File: config.mk
export PLATFORM = sky130hd
export DESIGN_NAME = ekfcp_jacobian
export DESIGN_NICKNAME = d
export VERILOG_FILES = /design/src/ekfcp_pkg.sv /design/src/ekfcp_cordic.sv /design/src/ekfcp_jacobian.sv
export SDC_FILE = /design/constraint.sdc
export NUM_CORES = 2
export LEC_CHECK = 0
export BUFFER_PORTS_ARGS = -buffer_cell sky130_fd_sc_hd__buf_2
export CAP_MARGIN = 30
export CELL_PAD_IN_SITES_DETAIL_PLACEMENT = 1
export CELL_PAD_IN_SITES_GLOBAL_PLACEMENT = 1
export CORE_UTILIZATION = 48
export CTS_BUF_LIST = sky130_fd_sc_hd__clkbuf_8
export CTS_CLUSTER_SIZE = 16
export DETAILED_ROUTE_END_ITERATION = 10
export GPL_TIMING_DRIVEN = 0
export PLACE_DENSITY = 0.85
export RECOVER_POWER = 25
export REMOVE_ABC_BUFFERS = 1
export SLEW_MARGIN = 20
export SYNTH_ARGS = -nofsm -noshare
export SYNTH_HDL_FRONTEND = slang
export SYNTH_SLANG_ARGS = --single-unit
File: constraint.sdc
create_clock -name clk -period 11.73 [get_ports clk]
set_input_delay 2.346 -clock clk [delete_from_list [all_inputs] [get_ports clk]]
set_output_delay 2.346 -clock clk [all_outputs]
set_load 0.01 [all_outputs]
File: src/ekfcp_pkg.sv
// ----------------------------------------------------------------------------
// ekfcp_pkg
// Types, fixed-point constants and helper functions shared by the
// covariance prediction block.
// ----------------------------------------------------------------------------
`default_nettype none

package ekfcp_pkg;

  localparam int STATE_DIM    = 7;
  localparam int N_ENTRIES    = STATE_DIM * STATE_DIM;
  localparam int FRAC_BITS    = 24;
  localparam int TRIG_BITS    = 28;
  localparam int CORDIC_ITERS = 24;
  localparam int SERIES_BITS  = 56;
  localparam int DT_SHIFT     = FRAC_BITS - 16;
  localparam int JAC_SHIFT    = TRIG_BITS + 8 + 16 - FRAC_BITS;

  localparam logic signed [31:0] CORDIC_GAIN  = 32'sd163008218;
  localparam logic signed [31:0] PI_T         = 32'sd843314857;
  localparam logic signed [31:0] HALF_PI_T    = 32'sd421657428;
  localparam logic signed [31:0] QUARTER_PI_T = 32'sd210828714;

  localparam logic signed [31:0] VAR_SMALL =
    32'(((64'd1 << FRAC_BITS) + 64'd50) / 64'd100);
  localparam logic signed [31:0] VAR_LARGE =
    32'((64'd9 * (64'd1 << FRAC_BITS) + 64'd50) / 64'd100);
  localparam logic signed [31:0] VAR_HEAD =
    32'(((64'd1 << FRAC_BITS) + 64'd200) / 64'd400);

  localparam logic [3:0] REG_STEP_TIME     = 4'd0;
  localparam logic [3:0] REG_NOISE_POS_X   = 4'd1;
  localparam logic [3:0] REG_NOISE_POS_Y   = 4'd2;
  localparam logic [3:0] REG_NOISE_POS_Z   = 4'd3;
  localparam logic [3:0] REG_NOISE_VEL_X   = 4'd4;
  localparam logic [3:0] REG_NOISE_VEL_Y   = 4'd5;
  localparam logic [3:0] REG_NOISE_VEL_Z   = 4'd6;
  localparam logic [3:0] REG_NOISE_HEADING = 4'd7;

  typedef struct packed {
    logic signed [15:0] roll;
    logic signed [15:0] pitch;
    logic signed [15:0] yaw;
    logic signed [15:0] accel_x;
    logic signed [15:0] accel_y;
    logic signed [15:0] accel_z;
  } in_item_t;

  typedef struct packed {
    logic [2:0]         row;
    logic [2:0]         col;
    logic signed [31:0] entry_value;
    logic               last;
  } out_item_t;

  typedef struct packed {
    logic signed [31:0] cos_v;
    logic signed [31:0] sin_v;
  } trig_t;

  typedef struct packed {
    logic signed [31:0] g36;
    logic signed [31:0] g46;
  } jac_t;

  function automatic logic signed [31:0] sat32(logic signed [63:0] v);
    if (v > 64'sd2147483647) begin
      return 32'sh7fffffff;
    end else if (v < -64'sd2147483648) begin
      return 32'sh80000000;
    end
    return v[31:0];
  endfunction

  // atan(2^-i) in Q.28 by its power series, long division done bit by bit
  function automatic logic signed [31:0] atan_entry(int i);
    logic [63:0] acc;
    logic [63:0] num;
    logic [63:0] rem;
    logic [63:0] quo;
    int          s;
    int          d;
    int          b;
    logic        plus;
    if (i == 0) begin
      return QUARTER_PI_T;
    end
    acc  = 64'd0;
    plus = 1'b1;
    d    = 1;
    for (s = i; s < SERIES_BITS; s += 2 * i) begin
      num = (64'd1 << SERIES_BITS) >> s;
      rem = 64'd0;
      quo = 64'd0;
      for (b = 63; b >= 0; b--) begin
        rem = {rem[62:0], num[b]};
        if (rem >= 64'(d)) begin
          rem    = rem - 64'(d);
          quo[b] = 1'b1;
        end
      end
      acc  = plus ? acc + quo : acc - quo;
      plus = !plus;
      d    = d + 2;
    end
    return 32'((acc + (64'd1 << (SERIES_BITS - TRIG_BITS - 1))) >> (SERIES_BITS - TRIG_BITS));
  endfunction

  function automatic logic signed [31:0] cov_reset(int k);
    case (k)
      0, 8, 24, 32: return VAR_SMALL;
      16, 40:       return VAR_LARGE;
      48:           return VAR_HEAD;
      default:      return 32'sd0;
    endcase
  endfunction

endpackage

`default_nettype wire

File: src/ekfcp_cordic.sv
// ----------------------------------------------------------------------------
// ekfcp_cordic
// Iterative rotation-mode CORDIC, one micro-rotation per cycle, giving
// cosine and sine of a Q.28 angle.
// ----------------------------------------------------------------------------
`default_nettype none

module ekfcp_cordic
  import ekfcp_pkg::*;
(
  input  wire logic               clk,
  input  wire logic               rst,
  input  wire logic               start,
  input  wire logic signed [31:0] angle,
  output logic                    done,
  output trig_t                   result
);

  logic               busy;
  logic [4:0]         iter;
  logic signed [31:0] x;
  logic signed [31:0] y;
  logic signed [31:0] z;
  logic               neg;
  logic signed [31:0] atan_tab [CORDIC_ITERS];

  for (genvar g = 0; g < CORDIC_ITERS; g++) begin : g_atan
    localparam logic signed [31:0] ATAN_G = atan_entry(g);
    assign atan_tab[g] = ATAN_G;
  end

  always_ff @(posedge clk) begin
    if (rst) begin
      busy <= 1'b0;
      done <= 1'b0;
      iter <= '0;
    end else begin
      done <= 1'b0;
      if (start) begin
        busy <= 1'b1;
        iter <= '0;
      end else if (busy) begin
        if (iter == 5'(CORDIC_ITERS - 1)) begin
          busy <= 1'b0;
          done <= 1'b1;
        end else begin
          iter <= iter + 5'd1;
        end
      end
    end
  end

  always_ff @(posedge clk) begin
    if (start) begin
      x <= CORDIC_GAIN;
      y <= 32'sd0;
      if (angle > HALF_PI_T) begin
        z   <= angle - PI_T;
        neg <= 1'b1;
      end else if (angle < -HALF_PI_T) begin
        z   <= angle + PI_T;
        neg <= 1'b1;
      end else begin
        z   <= angle;
        neg <= 1'b0;
      end
    end else if (busy) begin
      if (z >= 0) begin
        x <= x - (y >>> iter);
        y <= y + (x >>> iter);
        z <= z - atan_tab[iter];
      end else begin
        x <= x + (y >>> iter);
        y <= y - (x >>> iter);
        z <= z + atan_tab[iter];
      end
    end
  end

  assign result.cos_v = neg ? -x : x;
  assign result.sin_v = neg ? -y : y;

endmodule

`default_nettype wire

File: src/ekfcp_jacobian.sv
// ----------------------------------------------------------------------------
// ekfcp_jacobian
// Heading terms of the Jacobian: three CORDIC runs, then a short
// multiply sequence on one shared 32x32 multiplier.
// ----------------------------------------------------------------------------
`default_nettype none

module ekfcp_jacobian
  import ekfcp_pkg::*;
(
  input  wire logic        clk,
  input  wire logic        rst,
  input  wire logic        start,
  input  wire in_item_t    item,
  input  wire logic [15:0] dt,
  output logic             done,
  output jac_t             terms
);

  typedef enum logic [2:0] {
    J_IDLE = 3'b001,
    J_TRIG = 3'b010,
    J_MUL  = 3'b100
  } j_state_t;

  localparam int SPLIT = 24;
  localparam logic [4:0] LAST_STEP = 5'd24;

  j_state_t           state;
  logic [1:0]         trig_idx;
  logic [4:0]         step;
  logic               cstart;
  logic               cdone;
  trig_t              cres;
  logic signed [31:0] cangle;
  in_item_t           hold;
  logic signed [31:0] cph, sph, cth, sth, cps, sps;
  logic signed [31:0] t1, t2, r0, r1, r2;
  logic signed [63:0] p, hp, acc;
  logic signed [31:0] opa, opb;
  logic signed [63:0] m;
  logic signed [31:0] acc_hi, acc_lo, dt_op, ax, ay, az;

  ekfcp_cordic u_cordic (
    .clk    (clk),
    .rst    (rst),
    .start  (cstart),
    .angle  (cangle),
    .done   (cdone),
    .result (cres)
  );

  always_comb begin
    unique case (trig_idx)
      2'd0:    cangle = {hold.roll[15], hold.roll, 15'b0};
      2'd1:    cangle = {hold.pitch[15], hold.pitch, 15'b0};
      default: cangle = {hold.yaw[15], hold.yaw, 15'b0};
    endcase
  end

  assign m      = p >>> TRIG_BITS;
  assign acc_hi = 32'(acc >>> SPLIT);
  assign acc_lo = {8'b0, acc[SPLIT-1:0]};
  assign dt_op  = {16'b0, dt};
  assign ax     = 32'(hold.accel_x);
  assign ay     = 32'(hold.accel_y);
  assign az     = 32'(hold.accel_z);

  always_comb begin
    unique case (step)
      5'd0:           begin opa = sph;    opb = sth;   end
      5'd1:           begin opa = cph;    opb = sth;   end
      5'd2:           begin opa = cth;    opb = sps;   end
      5'd3:           begin opa = t1;     opb = sps;   end
      5'd4, 5'd13:    begin opa = cth;    opb = cps;   end
      5'd5:           begin opa = t2;     opb = sps;   end
      5'd6:           begin opa = sph;    opb = cps;   end
      5'd7, 5'd18:    begin opa = r0;     opb = ax;    end
      5'd8, 5'd19:    begin opa = r1;     opb = ay;    end
      5'd9, 5'd20:    begin opa = r2;     opb = az;    end
      5'd11, 5'd22:   begin opa = acc_hi; opb = dt_op; end
      5'd12, 5'd23:   begin opa = acc_lo; opb = dt_op; end
      5'd14:          begin opa = t1;     opb = cps;   end
      5'd15:          begin opa = cph;    opb = sps;   end
      5'd16:          begin opa = t2;     opb = cps;   end
      5'd17:          begin opa = sph;    opb = sps;   end
      default:        begin opa = 32'sd0; opb = 32'sd0; end
    endcase
  end

  always_ff @(posedge clk) begin
    if (rst) begin
      state    <= J_IDLE;
      trig_idx <= '0;
      step     <= '0;
      cstart   <= 1'b0;
      done     <= 1'b0;
    end else begin
      cstart <= 1'b0;
      done   <= 1'b0;
      unique case (state)
        J_IDLE: begin
          if (start) begin
            trig_idx <= '0;
            cstart   <= 1'b1;
            state    <= J_TRIG;
          end
        end
        J_TRIG: begin
          if (cdone) begin
            if (trig_idx == 2'd2) begin
              step  <= '0;
              state <= J_MUL;
            end else begin
              trig_idx <= trig_idx + 2'd1;
              cstart   <= 1'b1;
            end
          end
        end
        J_MUL: begin
          if (step == LAST_STEP) begin
            done  <= 1'b1;
            state <= J_IDLE;
          end else begin
            step <= step + 5'd1;
          end
        end
        default: state <= J_IDLE;
      endcase
    end
  end

  always_ff @(posedge clk) begin
    if (state == J_IDLE && start) begin
      hold <= item;
    end
    if (state == J_TRIG && cdone) begin
      unique case (trig_idx)
        2'd0:    begin cph <= cres.cos_v; sph <= cres.sin_v; end
        2'd1:    begin cth <= cres.cos_v; sth <= cres.sin_v; end
        default: begin cps <= cres.cos_v; sps <= cres.sin_v; end
      endcase
    end
    if (state == J_MUL) begin
      p <= opa * opb;
      unique case (step)
        5'd1:         t1 <= 32'(m);
        5'd2:         t2 <= 32'(m);
        5'd3:         r0 <= 32'(-m);
        5'd4:         r1 <= 32'(-m);
        5'd5:         r1 <= r1 - 32'(m);
        5'd6:         r2 <= 32'(-m);
        5'd7:         r2 <= r2 + 32'(m);
        5'd8, 5'd19:  acc <= p;
        5'd9, 5'd10,
        5'd20, 5'd21: acc <= acc + p;
        5'd12, 5'd23: hp <= p;
        5'd13:        terms.g36 <= sat32(((hp <<< SPLIT) + p) >>> JAC_SHIFT);
        5'd14:        r0 <= 32'(m);
        5'd15:        r1 <= 32'(m);
        5'd16:        r1 <= r1 - 32'(m);
        5'd17:        r2 <= 32'(m);
        5'd18:        r2 <= r2 + 32'(m);
        5'd24:        terms.g46 <= sat32(((hp <<< SPLIT) + p) >>> JAC_SHIFT);
        default:      ;
      endcase
    end
  end

endmodule

`default_nettype wire

==> run metrics <==
distinct cell type count after synthesis=99; clk slew on worst S/H paths=0.07 ns; ys flop type=edfxtp_1; Post-synth EDFFs=705; commonest non-fill, non-tap cell in the layout=inv_1; final HPWL from detailed placement=260900 um; worst slew pin tran=2.003 ns; clk_lat worst skew=0.94 ns; cts hold-fix bufs=0; setup violators final=0; initial antenna violation count=19; Hold Crit Class=reg -> reg; clock sink total=788; IO Port Bufs=179; clk root buf=clkbuf_8; H-Tree Depth=4; Area Overhead vs Synth=9.597%; Critical Path AT=12.40 ns; Crit Path Category=reg -> reg; Post-synth ARST share=0%; largest net degree at the start of global routing=64; routed vias=72970; total track usage=37.31%; sequential area share after synthesis=26.53%; Remaining Overflow, GRT=0; hold_ws=0.5372 ns; Net Switching=0.004334 W; post-synth top area share=25.33%; crit start category=flip-flop; WL/cell=29.97 um; die width=425.5 um; Post-Syn Area=86070 sq um; fin worst setup slack=0.001160 ns; Lkg Pwr=40.87 nW; std cell rows=155; Die ar.=181000 sq um; Worst slew margin=-34.94%; Initial Util=48.29%; drt first pass iters=9; final setup TNS=0 ns; failing checks=capacitance limit, slew limit; Critical Path Sink Type=flip-flop; Max Slew Vio Count=44; first-pass GRT wire length=502600 um; Total Power=0.01066 W; TritonCTS Buffers=141; P_int=0.006327 W; synth top area cells=fa_1, edfxtp_1, ha_1; crit-path max cell delay=0.70 ns; peak supply drop=0.0001243 V; synthesis warning total=0; clock share of power=24.6%; # IOs=180; most frequent cells in the layout=inv_1, fa_1, nand2_1; Max Clock Freq=85.26 MHz; pre-CTS WS=-1.391 ns; Post-DRT Antenna Nets=0; initial drt markers=7575; maxcap violations=3; CTS max path bufs=3; number of global-route vias before repair=80000; cell taking the most area after synthesis=fa_1; period utilization=99.99%; Sw Share=40.65%; most used cell, CP=fa_1; DRC=0; Layout Nets=10550; synthesized flop and latch total=788; cells after synthesis=8860; fin crit period=11.73 ns; pwr/cell area=113.0 nW/um^2; critical path's slowest cell=fa_2; combinational group share of total power=39.5%; DIE HEIGHT=425.5 um; TritonCTS clock tree=built; Max FO, Critical Path=32; Layout Skew=0.07676 ns; Final GP Congestion=0.9735; syn avg cell area=9.714 sq um; core area=178200 sq um; layout cells sized above 1=9.712%; CP Data Required Time=12.41 ns; sequential power share=36.0%; drt via density=6.421; Routed WL=340600 um; Fin. Hold Viols=0; outcome=complete, but fails checks; RSZ-0062 raised after global routing=true
per-layer routing:
metal	global-route usage [%]	routed length [um]	share of wire, %	vias to the layer above
li1	-	-	-	29810
met1	42.29	115600	34	37140
met2	59.54	156600	46	4368
met3	9.118	33300	9.8	1642
met4	31.20	35020	10	16
met5	0	114	0.033	-
state kept, by name, indices dropped and copies added, names as in the netlist, 40 cells and up:
signal  flops
hp         40
terms      64
hold       48
acc        56
p          64
stage by stage:
stage / std cells / area, sq um / utilization [%]
finish: 11360 / 94330 / 52.93
global route: 11360 / 94310 / 52.92
CTS: 11340 / 94130 / 52.82
detailed placement: 11080 / 91310 / 51.23
global placement: 10920 / 87990 / 49.37
floorplan: 8381 / 84140 / -
path summary, 6_finish.rpt:
path	startpoint	to	slack [ns]	cells past startpoint
max	step[1]	p[60]	0.001	36
min	p[9]	hp[9]	0.54	0
max reg2reg	step[1]	p[60]	0.001	36
min reg2reg	p[9]	hp[9]	0.54	0
power by group through the flow:
stage / Clock [W] / Combinational (W) / Sequential [W]
detailed placement: 0 / 0.00407 / 0.00386
CTS: 0.00262 / 0.00411 / 0.00380
finish: 0.00262 / 0.00421 / 0.00384
global route: 0.00273 / 0.00453 / 0.00384
global placement: 0 / 0.00379 / 0.00388
floorplan: 0 / 0.00292 / 0.00364
critical path, delay by kind of cell (launching register included):
| family | cells | cell delay, ns |
|---|---|---|
| adders and majority gates | 11 | 5.51 |
| buffers and inverters | 10 | 1.90 |
| and+or+nand+nor | 8 | 1.72 |
| xor gates and xnor gates | 1 | 0.28 |
| AOI/OAI and AO/OA | 6 | 1.66 |
| DFF | 1 | 0.35 |
cell families after synthesis:
kind of cell,count (synthesis),share of synthesized area (%)
AND/OR/NAND/NOR,2531,12.88
AO/OA/AOI/OAI,1615,12.44
adder cells (fa/ha/maj),1546,31.97
buffers and inverters,1687,7.507
XOR/XNOR,471,4.809
flip-flops,788,26.53
multiplexers,222,3.868
cells in the mapped netlist, types with 88 or more instances:
library cell	instances
xnor2_1	334
nand3_1	137
mux2i_1	105
a21oi_1	373
inv_1	1203
edfxtp_1	705
a22oi_1	88
clkbuf_1	402
nand2_1	1026
nor3_1	99
xor2_1	136
o21ai_0	385
fa_1	1089
a21o_1	167
nor2_1	807
ha_1	457
cell type report:
class / count / area, sq um
Inverter: 1208 / 4549
Tap cell: 2355 / 2947
Timing Repair Buffer: 360 / 3476
Antenna cell: 10 / 25.02
Fill cell: 19820 / 83900
Clock buffer: 144 / 1982
Sequential cell: 788 / 22860
Clock inverter: 112 / 696.9
Multi-Input combinational cell: 6387 / 57790
repair_timing:
| item | CTS | global route |
|---|---|---|
| setup endpoints to repair | 18 | 9 |
| pin swaps | 1 | 7 |
| setup buffers | 6 | 8 |
| gates resized for setup | 27 | 33 |
| gates cloned | 1 | 1 |
Note: power is estimated with default switching activity, not from simulation.
