<file path="config.mk">
export PLATFORM = sky130hd
export DESIGN_NAME = ekfcp_cell
export DESIGN_NICKNAME = d
export VERILOG_FILES = /design/src/ekfcp_cell.sv
export SDC_FILE = /design/constraint.sdc
export NUM_CORES = 1
export LEC_CHECK = 0
export BUFFER_PORTS_ARGS = -buffer_cell sky130_fd_sc_hd__buf_2
export CAP_MARGIN = 40
export CORE_ASPECT_RATIO = 1.25
export CORE_MARGIN = 2
export CORE_UTILIZATION = 30
export CTS_CLUSTER_SIZE = 25
export DETAILED_ROUTE_END_ITERATION = 10
export PLACE_DENSITY_LB_ADDON = 0.2
export SKIP_CTS_REPAIR_TIMING = 1
export SLEW_MARGIN = 20
export SYNTH_ARGS = -nofsm -noshare
export SYNTH_HDL_FRONTEND = slang
export SYNTH_SLANG_ARGS = --single-unit
</file>
<file path="constraint.sdc">
create_clock -name clk -period 1.9 [get_ports clk]
set_input_delay 0.19 -clock clk [delete_from_list [all_inputs] [get_ports clk]]
set_output_delay 0.19 -clock clk [all_outputs]
set_load 0.02 [all_outputs]
</file>
<file path="src/ekfcp_cell.sv">
// ----------------------------------------------------------------------------
// ekfcp_cell
// One covariance word of the circular chain; takes its neighbour's word
// on each shift.
// ----------------------------------------------------------------------------
`default_nettype none

module ekfcp_cell #(
  parameter logic signed [31:0] RESET_VALUE = 32'sd0
) (
  input  wire logic               clk,
  input  wire logic               rst,
  input  wire logic               shift,
  input  wire logic signed [31:0] din,
  output logic signed [31:0]      dout
);

  always_ff @(posedge clk) begin
    if (rst) begin
      dout <= RESET_VALUE;
    end else if (shift) begin
      dout <= din;
    end
  end

endmodule

`default_nettype wire

</file>
==> metrics, run 1 <==
status complete, no violations; Post-Synthesis Cell Area between 1000 and 1500 µm²; largest net degree at the start of global routing 33; Worst R2R End dout[9]$_SDFFE_PP0P_; vias in the first global route around 870; Slowest cell on crit path dfxtp_1; clock root buffer clkbuf_8; critical path arrival 0.78 ns; cell count after synthesis 103; period utilisation layout 0.512; Starting Density 0.310; Pins Over Slew Limit 0; syn avg cell area around 11 µm²; DPL Wire Length 1690 µm; Slew @ Worst Pin roughly 0.55 ns; Max Buffers Root-to-Sink 2; multi-input logic area roughly 440 µm²; simple-gate area share of the yosys netlist 0.103; DR WL/cell around 11 µm; Cell Count, Final, Fillers Out between 200 and 250; Critical Path Source dout[31]$_SDFFE_PP0P_; crit path kind reg2out; max reg flops 32; grt ovf 0; post-synthesis compound-gate area fraction 0; crit path capture dout[31]; Biggest register dout; commonest non-fill, non-tap cell in the layout buf_2; Reg2Reg Depth 2; RSZ-0062 raised after global routing false; reg2reg setup slack 1.28 ns; Die ar. around 4400 µm²; Port Buf Inserts 66; Sink Count 32; core area approximately 3800 µm²; Fillers approximately 390; Seq cells post-synth 32; Worst Setup End Kind primary output; first-pass GRT wire length 3520 µm; Pwr Density around 930 nW/µm²; I/O pin total 67; Seq/Total Area, Yosys 0.551; leakage ~0.87 nW; Num CTS Buffers 5; Max Fclk just over 1000 MHz; vias about 900; Die Ht about 74 µm; drt pass-1 iters 4; maximum VDD drop around 0.34 mV; worst clock skew 0 ns; Largest regs dout (32); worst min-delay path class in2reg; Placed Cells ~200; storage element area 641 µm²; CP top delay family flip-flops; largest family of logic cells by synthesized area multiplexers; Post-Route Utilization 0.419; mux contribution to synthesized area 0.275; clk_lat worst skew approximately 0.27 ns; antenna violations before repair 0; antenna diode count 0; routed wire length 2280 µm; Bufs and invs on worst path 1; CP Cell Sequence buf_2; clock transition at the registers of the reported paths around 0.070 ns; max cap viols 0; stages on the worst setup path 1; final-stage net count between 200 and 250; xor/xnor share of the synthesized area 0; share of post-route cells with drive strength above 1 0.439; Distinct cells, synth 6; drt first-iter violations 18; CTS tree done; gpl congestion 0.642; # setup viols final 0; relative slew slack 0.636; dpl cell area 1480 µm²; Mapped Nets between 100 and 150; post-route ant nets 0; via/cell ratio between 4 and 5; setup TNS 0 ns; Data required, critical path 1.71 ns; Yosys warning total 0; leading cell types in the layout, fill and taps excluded buf_2, mux2i_1, nor2_1, dfxtp_1, clkbuf_8; DRC viols 0; final instance area about 1600 µm²; CP Launch Type register; chip width ~60 µm; slowest cell delay on critical path between 0.3 and 0.4 ns; htree depth 2; Area Overhead vs Synth 35.3%; adder-cell share of the synthesized area 0; Worst R2R Start dout[9]$_SDFFE_PP0P_; Tmin final slightly below 1 ns; hold violation total from the final report 0; crit-path max FO 2; row count 25; total global-route track usage 0.107; Hold Slack 0.150 ns
[layer usage]
metal | GRT usage | up-vias | part of all wire
li1 | - | 469 | -
met5 | 0 | - | 0
met3 | 0.0317 | 2 | 0.082
met2 | 0.163 | 44 | 0.48
met1 | 0.132 | 384 | 0.43
met4 | 0.0593 | 0 | 0.0026
[worst min path at each step]
stage | from | to | slack, ns | cells past startpoint
4_1_cts | din[12] | dout[12]$_SDFFE_PP0P_ | 0.14 | 3
6_report | din[12] | dout[12]$_SDFFE_PP0P_ | 0.15 | 3
5_1_grt | din[29] | dout[29]$_SDFFE_PP0P_ | 0.16 | 3
3_3_place_gp | din[29] | dout[29]$_SDFFE_PP0P_ | 0.42 | 3
2_1_floorplan | rst | dout[29]$_SDFFE_PP0P_ | 0.26 | 1
3_5_place_dp | din[30] | dout[30]$_SDFFE_PP0P_ | 0.44 | 3
[cells by family (layout without fill, tap and decap cells)]
logic type    Yosys count  after routing
buf+inv                 7             75
mux                    32             32
flops                  32             32
simple gates           32             32
[layout make-up]
cell class                      count  share of cell area
Sequential cell                    32               0.407
Clock buffer                        6              0.0525
Tap cell                           40              0.0318
Timing Repair Buffer               67               0.223
Clock inverter                      2             0.00636
Multi-Input combinational cell     64               0.280
[where the power goes]
group          total (mW)  internal [mW]  switching [mW]
registers           0.729          0.711          0.0177
clock network       0.517          0.288           0.229
logic               0.214         0.0939           0.120
[metrics by stage]
stage                     setup slack, ns  total power, mW
final                               0.927             1.46
after global routing                0.881             1.54
after CTS                           0.912             1.49
after detailed placement            0.933            0.962
after global placement              0.963            0.956
after floorplan                      1.12            0.887
[cells in the mapped netlist]
master,number,area [µm²]
buf_12,3,60.1
buf_6,1,11.3
nor2_1,32,120
mux2i_1,32,320
clkbuf_1,3,11.3
dfxtp_1,32,641
Power figures use the tool's default switching activity.
==> inputs of run 2 (changes only) <==
==> constraint.sdc (replaced) <==
create_clock -name clk -period 0.99 [get_ports clk]
set_input_delay 0.099 -clock clk [delete_from_list [all_inputs] [get_ports clk]]
set_output_delay 0.099 -clock clk [all_outputs]
set_load 0.02 [all_outputs]
==> metrics, run 2 (synthesis gave the netlist of run 1 again) <==
status complete, no violations (unchanged); critical path arrival 0.78 ns (about the same); Pwr Density 1700 nW/µm² (was 927 nW/µm²); clock transition at the registers of the reported paths 0.06 ns (was 0.07 ns); Bufs and invs on worst path 1 (unchanged); worst min-delay path class in2reg (unchanged); commonest non-fill, non-tap cell in the layout buf_2 (unchanged); clk_lat worst skew 0.26 ns (was 0.27 ns); vias 917 (was 899); Switching Power 0.657 mW (was 0.366 mW); DRC viols 0 (unchanged); leading cell types in the layout, fill and taps excluded buf_2, mux2i_1, nor2_1, dfxtp_1, clkbuf_8 (unchanged); row count 25 (unchanged); Pins Over Slew Limit 0 (unchanged); slowest cell delay on critical path 0.34 ns (about the same); htree depth 2 (unchanged); total global-route track usage 0.110 (was 0.107); Sink Count 32 (unchanged); worst clock skew 0 ns (unchanged); largest net degree at the start of global routing 33 (unchanged); post-route ant nets 0 (unchanged); via/cell ratio 4.39 (was 4.26); Tmin final slightly below 0.9 ns; relative slew slack 0.850 (was 0.636); Max Buffers Root-to-Sink 2 (unchanged); CP Cell Sequence buf_2 (unchanged); Clk pwr share 0.316 (was 0.354); combinational power share 0.157 (was 0.146); sw frac 0.247 (was 0.251); Port Buf Inserts 66 (unchanged); vias in the first global route 870 (was 869); drt first-iter violations 34 (was 18); share of post-route cells with drive strength above 1 0.432 (was 0.439); Max Fclk 1140 MHz; drt pass-1 iters 3 (was 4); I/O pin total 67 (unchanged); leakage 0.861 nW (was 0.867 nW); Die ar. 4400 µm² (unchanged); Data required, critical path 0.89 ns (was 1.71 ns); part of the power in registers 0.526 (was 0.499); antenna violations before repair 0 (unchanged); max cap viols 0 (unchanged); Num CTS Buffers 5 (unchanged); gpl congestion 0.659 (was 0.642); final-stage net count 206 (was 205); chip width 59.7 µm (unchanged); Area Overhead vs Synth 34.9% (was 35.3%); hold violation total from the final report 0 (unchanged); first-pass GRT wire length 3630 µm (was 3520 µm); core area 3750 µm² (unchanged); routed wire length 2270 µm (was 2280 µm); final instance area 1570 µm² (about the same); # setup viols final 0 (unchanged); clock root buffer clkbuf_8 (unchanged); maximum VDD drop 0.830 mV (was 0.344 mV); RSZ-0062 raised after global routing false (unchanged); Largest regs dout (32) (unchanged); setup TNS 0 ns (unchanged); grt ovf 0 (unchanged); Worst Setup End Kind primary output (unchanged); period utilisation layout 0.884; Slowest cell on crit path dfxtp_1 (unchanged); CP top delay family flip-flops (unchanged); Biggest register dout (unchanged); crit-path max FO 2 (unchanged); Die Ht 73.6 µm (unchanged); DR WL/cell 10.8 µm (about the same); CTS tree done (unchanged); antenna diode count 0 (unchanged); max reg flops 32 (unchanged); CP Launch Type register (unchanged); dpl cell area 1500 µm² (was 1480 µm²); crit path kind reg2out (unchanged); DPL Wire Length 1670 µm (was 1690 µm); Starting Density 0.310 (unchanged); Slew @ Worst Pin 0.225 ns (was 0.546 ns); Int Pwr 2.01 mW (was 1.09 mW)
run 2: power by group through the flow:
stage | clock, mW | combinational, mW | sequential [mW]
2_1_floorplan | 0 | 0.178 | 1.52
3_3_place_gp | 0 | 0.419 | 1.43
3_5_place_dp | 0 | 0.427 | 1.43
4_1_cts | 0.895 | 0.427 | 1.40
5_1_grt | 0.946 | 0.461 | 1.41
6_report | 0.843 | 0.419 | 1.40
run 2: through the flow:
stage,cells,utilization,total power [mW],hold slack [ns],setup slack [ns]
2_1_floorplan,103,-,1.70,0.171,0.298
3_3_place_gp,204,0.400,1.85,0.332,0.162
3_5_place_dp,204,0.400,1.85,0.346,0.131
4_1_cts,209,0.418,2.72,0.0533,0.101
5_1_grt,209,0.418,2.81,0.0669,0.0641
6_report,209,0.418,2.66,0.0613,0.115
run 2: final cells by class:
| class | instances | area (µm²) |
|---|---|---|
| multi-input combinational | 64 | 440 |
| timing repair buffer | 68 | 370 |
| fill | 378 | 2180 |
| sequential | 32 | 641 |
| clock buffer | 5 | 68.8 |
| tap | 40 | 50.0 |
run 2: routing by layer:
| metal | GRT usage | up-vias | wire [µm] |
|---|---|---|---|
| met1 | 0.133 | 400 | 928 |
| met4 | 0.0370 | 0 | 27 |
| met2 | 0.167 | 44 | 1090 |
| met5 | 0 | - | 0 |
| met3 | 0.0563 | 3 | 223 |
| li1 | - | 470 | - |
run 2: worst register-to-register path, stage by stage, from the launching register on:
cell     delay [ns]
dfxtp_1        0.31
mux2i_1        0.15
nor2_1         0.05
run 2: final timing paths:
check / start / to / cells after the start / slack, ns
max: dout[10]$_SDFFE_PP0P_ / dout[10] / 1 / 0.11
max reg2reg: dout[27]$_SDFFE_PP0P_ / dout[27]$_SDFFE_PP0P_ / 2 / 0.38
min reg2reg: dout[28]$_SDFFE_PP0P_ / dout[28]$_SDFFE_PP0P_ / 2 / 0.48
min: din[19] / dout[19]$_SDFFE_PP0P_ / 3 / 0.06
==> inputs of run 3 (changes only) <==
--- a/config.mk
+++ b/config.mk
@@ -8,11 +8,10 @@
 export BUFFER_PORTS_ARGS = -buffer_cell sky130_fd_sc_hd__buf_2
 export CAP_MARGIN = 40
 export CORE_ASPECT_RATIO = 1.25
-export CORE_MARGIN = 2
 export CORE_UTILIZATION = 30
 export CTS_CLUSTER_SIZE = 25
 export DETAILED_ROUTE_END_ITERATION = 10
-export PLACE_DENSITY_LB_ADDON = 0.2
+export PLACE_DENSITY_LB_ADDON = 0.08
 export SKIP_CTS_REPAIR_TIMING = 1
 export SLEW_MARGIN = 20
 export SYNTH_ARGS = -nofsm -noshare
==> constraint.sdc (replaced) <==
create_clock -name clk -period 0.99 [get_ports clk]
set_input_delay 0.198 -clock clk [delete_from_list [all_inputs] [get_ports clk]]
set_output_delay 0.198 -clock clk [all_outputs]
set_load 0.02 [all_outputs]
==> metrics, run 3 (synthesis gave the netlist of run 1 again) <==
# setup viols final 0 (unchanged); clock transition at the registers of the reported paths 0.06 ns (about the same); CTS tree done (unchanged); Max Buffers Root-to-Sink 2 (unchanged); Max Fclk 1040 MHz (was 1140 MHz); maximum VDD drop 0.713 mV (was 0.830 mV); gpl congestion 0.607 (was 0.659); DRC viols 5 (was 0); Sink Count 32 (unchanged); CP top delay family flip-flops (unchanged); met3 usage 0.0686 (was 0.0563); Switching Power 0.698 mW (was 0.657 mW); via/cell ratio 4.47 (was 4.39); crit path kind reg2out (unchanged); worst clock skew 0 ns (unchanged); worst min-delay path class in2reg (unchanged); largest net degree at the start of global routing 18 (was 33); Cell Count, Final, Fillers Out 212 (was 209); Int Pwr 2.21 mW (was 2.01 mW); hold violation total from the final report 0 (unchanged); Tmin final 0.957 ns (was 0.875 ns); routed wire length 2430 µm (was 2270 µm); global-route met2 utilization 0.190 (was 0.167); Area Overhead vs Synth 44.7% (was 34.9%); Largest regs dout (32) (unchanged); share of post-route cells with drive strength above 1 0.474 (was 0.432); antenna diode count 0 (unchanged); Slowest cell on crit path dfxtp_1 (unchanged); Post-Route Utilization 0.467 (was 0.418); Bufs and invs on worst path 1 (unchanged); Worst Setup End Kind primary output (unchanged); Pwr Density 1730 nW/µm² (was 1700 nW/µm²); clk_lat worst skew 0.27 ns (was 0.26 ns); drt first-iter violations 31 (was 34); crit-path max FO 2 (unchanged); Biggest register dout (unchanged); drt pass-1 iters 7 (was 3); first-pass GRT wire length 3920 µm (was 3630 µm); stages on the worst setup path 1 (unchanged); post-route ant nets 0 (unchanged); commonest non-fill, non-tap cell in the layout buf_2 (unchanged); leading cell types in the layout, fill and taps excluded buf_2, mux2i_1, nor2_1 (was buf_2, mux2i_1, nor2_1, dfxtp_1, clkbuf_8); failing checks design-rule violations; grt met1 use 0.147 (was 0.133); Num CTS Buffers 5 (unchanged); antenna violations before repair 0 (unchanged); DR WL/cell 11.5 µm (was 10.8 µm); core area 3600 µm² (was 3750 µm²); max reg flops 32 (unchanged); Die Ht 71.6 µm (was 73.6 µm); dpl ws 0.0612 ns (was 0.131 ns); DPL Wire Length 1800 µm (was 1670 µm); sw frac 0.240 (was 0.247); final-stage net count 208 (was 206); CP Cell Sequence buf_2 (unchanged); Reg2Reg Depth 2 (unchanged); part of the power in registers 0.483 (was 0.526); Die ar. 4130 µm² (was 4400 µm²); row count 24 (was 25); leakage 0.893 nW (was 0.861 nW); Hold Slack 0.162 ns (was 0.0613 ns); Fillers 357 (was 378); Most Used Layer, Global Route met2 (unchanged); max cap viols 0 (unchanged); Slew @ Worst Pin 0.137 ns (was 0.225 ns); Port Buf Inserts 66 (unchanged); htree depth 2 (unchanged); chip width 57.7 µm (was 59.7 µm); Pins Over Slew Limit 0 (unchanged); grt ovf 0 (unchanged); slowest cell delay on critical path 0.33 ns (was 0.34 ns); Data required, critical path 0.79 ns (was 0.89 ns); Clk pwr share 0.358 (was 0.316); CP Launch Type register (unchanged); combinational power share 0.159 (was 0.157); clock root buffer clkbuf_8 (unchanged); total global-route track usage 0.127 (was 0.110); Starting Density 0.323 (was 0.310); vias in the first global route 893 (was 870); PnR worst setup slack 0.0329 ns (was 0.115 ns); critical path arrival 0.76 ns (was 0.78 ns); I/O pin total 67 (unchanged); multi-input logic area 440 µm² (unchanged); worst hold path depth 3 (unchanged); relative slew slack 0.906 (was 0.850); storage element area 647 µm² (was 641 µm²); vias 947 (was 917); status complete, but fails checks (was complete, no violations); period utilisation layout 0.967 (was 0.884); Placed Cells 205 (was 204)
[run 3: cell count changes in the layout (fill, tap and decap cells not counted)]
cell      previous run  this run
dfxtp_2              0         5
buf_2               66        41
clkbuf_8             5         7
dfxtp_1             32        27
buf_4                0        26
buf_6                0         1
[run 3: power groups by stage]
| stage | sequential [mW] | clock [mW] | combinational, mW |
|---|---|---|---|
| 2_1_floorplan | 1.52 | 0 | 0.178 |
| 3_3_place_gp | 1.43 | 0 | 0.425 |
| 3_5_place_dp | 1.43 | 0 | 0.435 |
| 4_1_cts | 1.40 | 1.08 | 0.436 |
| 5_1_grt | 1.41 | 1.15 | 0.503 |
| 6_report | 1.41 | 1.04 | 0.461 |
[run 3: final timing paths]
| kind | from | to | slack [ns] |
|---|---|---|---|
| max | dout[8]$_SDFFE_PP0P_ | dout[8] | 0.03 |
| min | din[19] | dout[19]$_SDFFE_PP0P_ | 0.16 |
| max reg2reg | dout[12]$_SDFFE_PP0P_ | dout[12]$_SDFFE_PP0P_ | 0.38 |
| min reg2reg | dout[24]$_SDFFE_PP0P_ | dout[24]$_SDFFE_PP0P_ | 0.49 |
[run 3: final cells by class]
cell class / instances / area share
well taps: 39 / 0.0290
flip-flops and latches: 32 / 0.384
clock buffers: 7 / 0.0572
multi-input cells: 64 / 0.262
repair buffers: 70 / 0.268
[run 3: per-stage QoR]
| step | TNS (ns) | area, µm² | power (mW) |
|---|---|---|---|
| detailed placement | 0 | 1520 | 1.86 |
| global route | -0.00225 | 1680 | 3.06 |
| global placement | 0 | 1520 | 1.85 |
| floorplan | 0 | 1160 | 1.70 |
| finish | 0 | 1680 | 2.91 |
| CTS | -0.00201 | 1610 | 2.92 |
[run 3: layer usage]
layer | vias to the layer above | share of wire
li1 | 477 | -
met1 | 427 | 0.39
met2 | 41 | 0.51
met3 | 2 | 0.095
met4 | 0 | 0.0078
met5 | - | 0
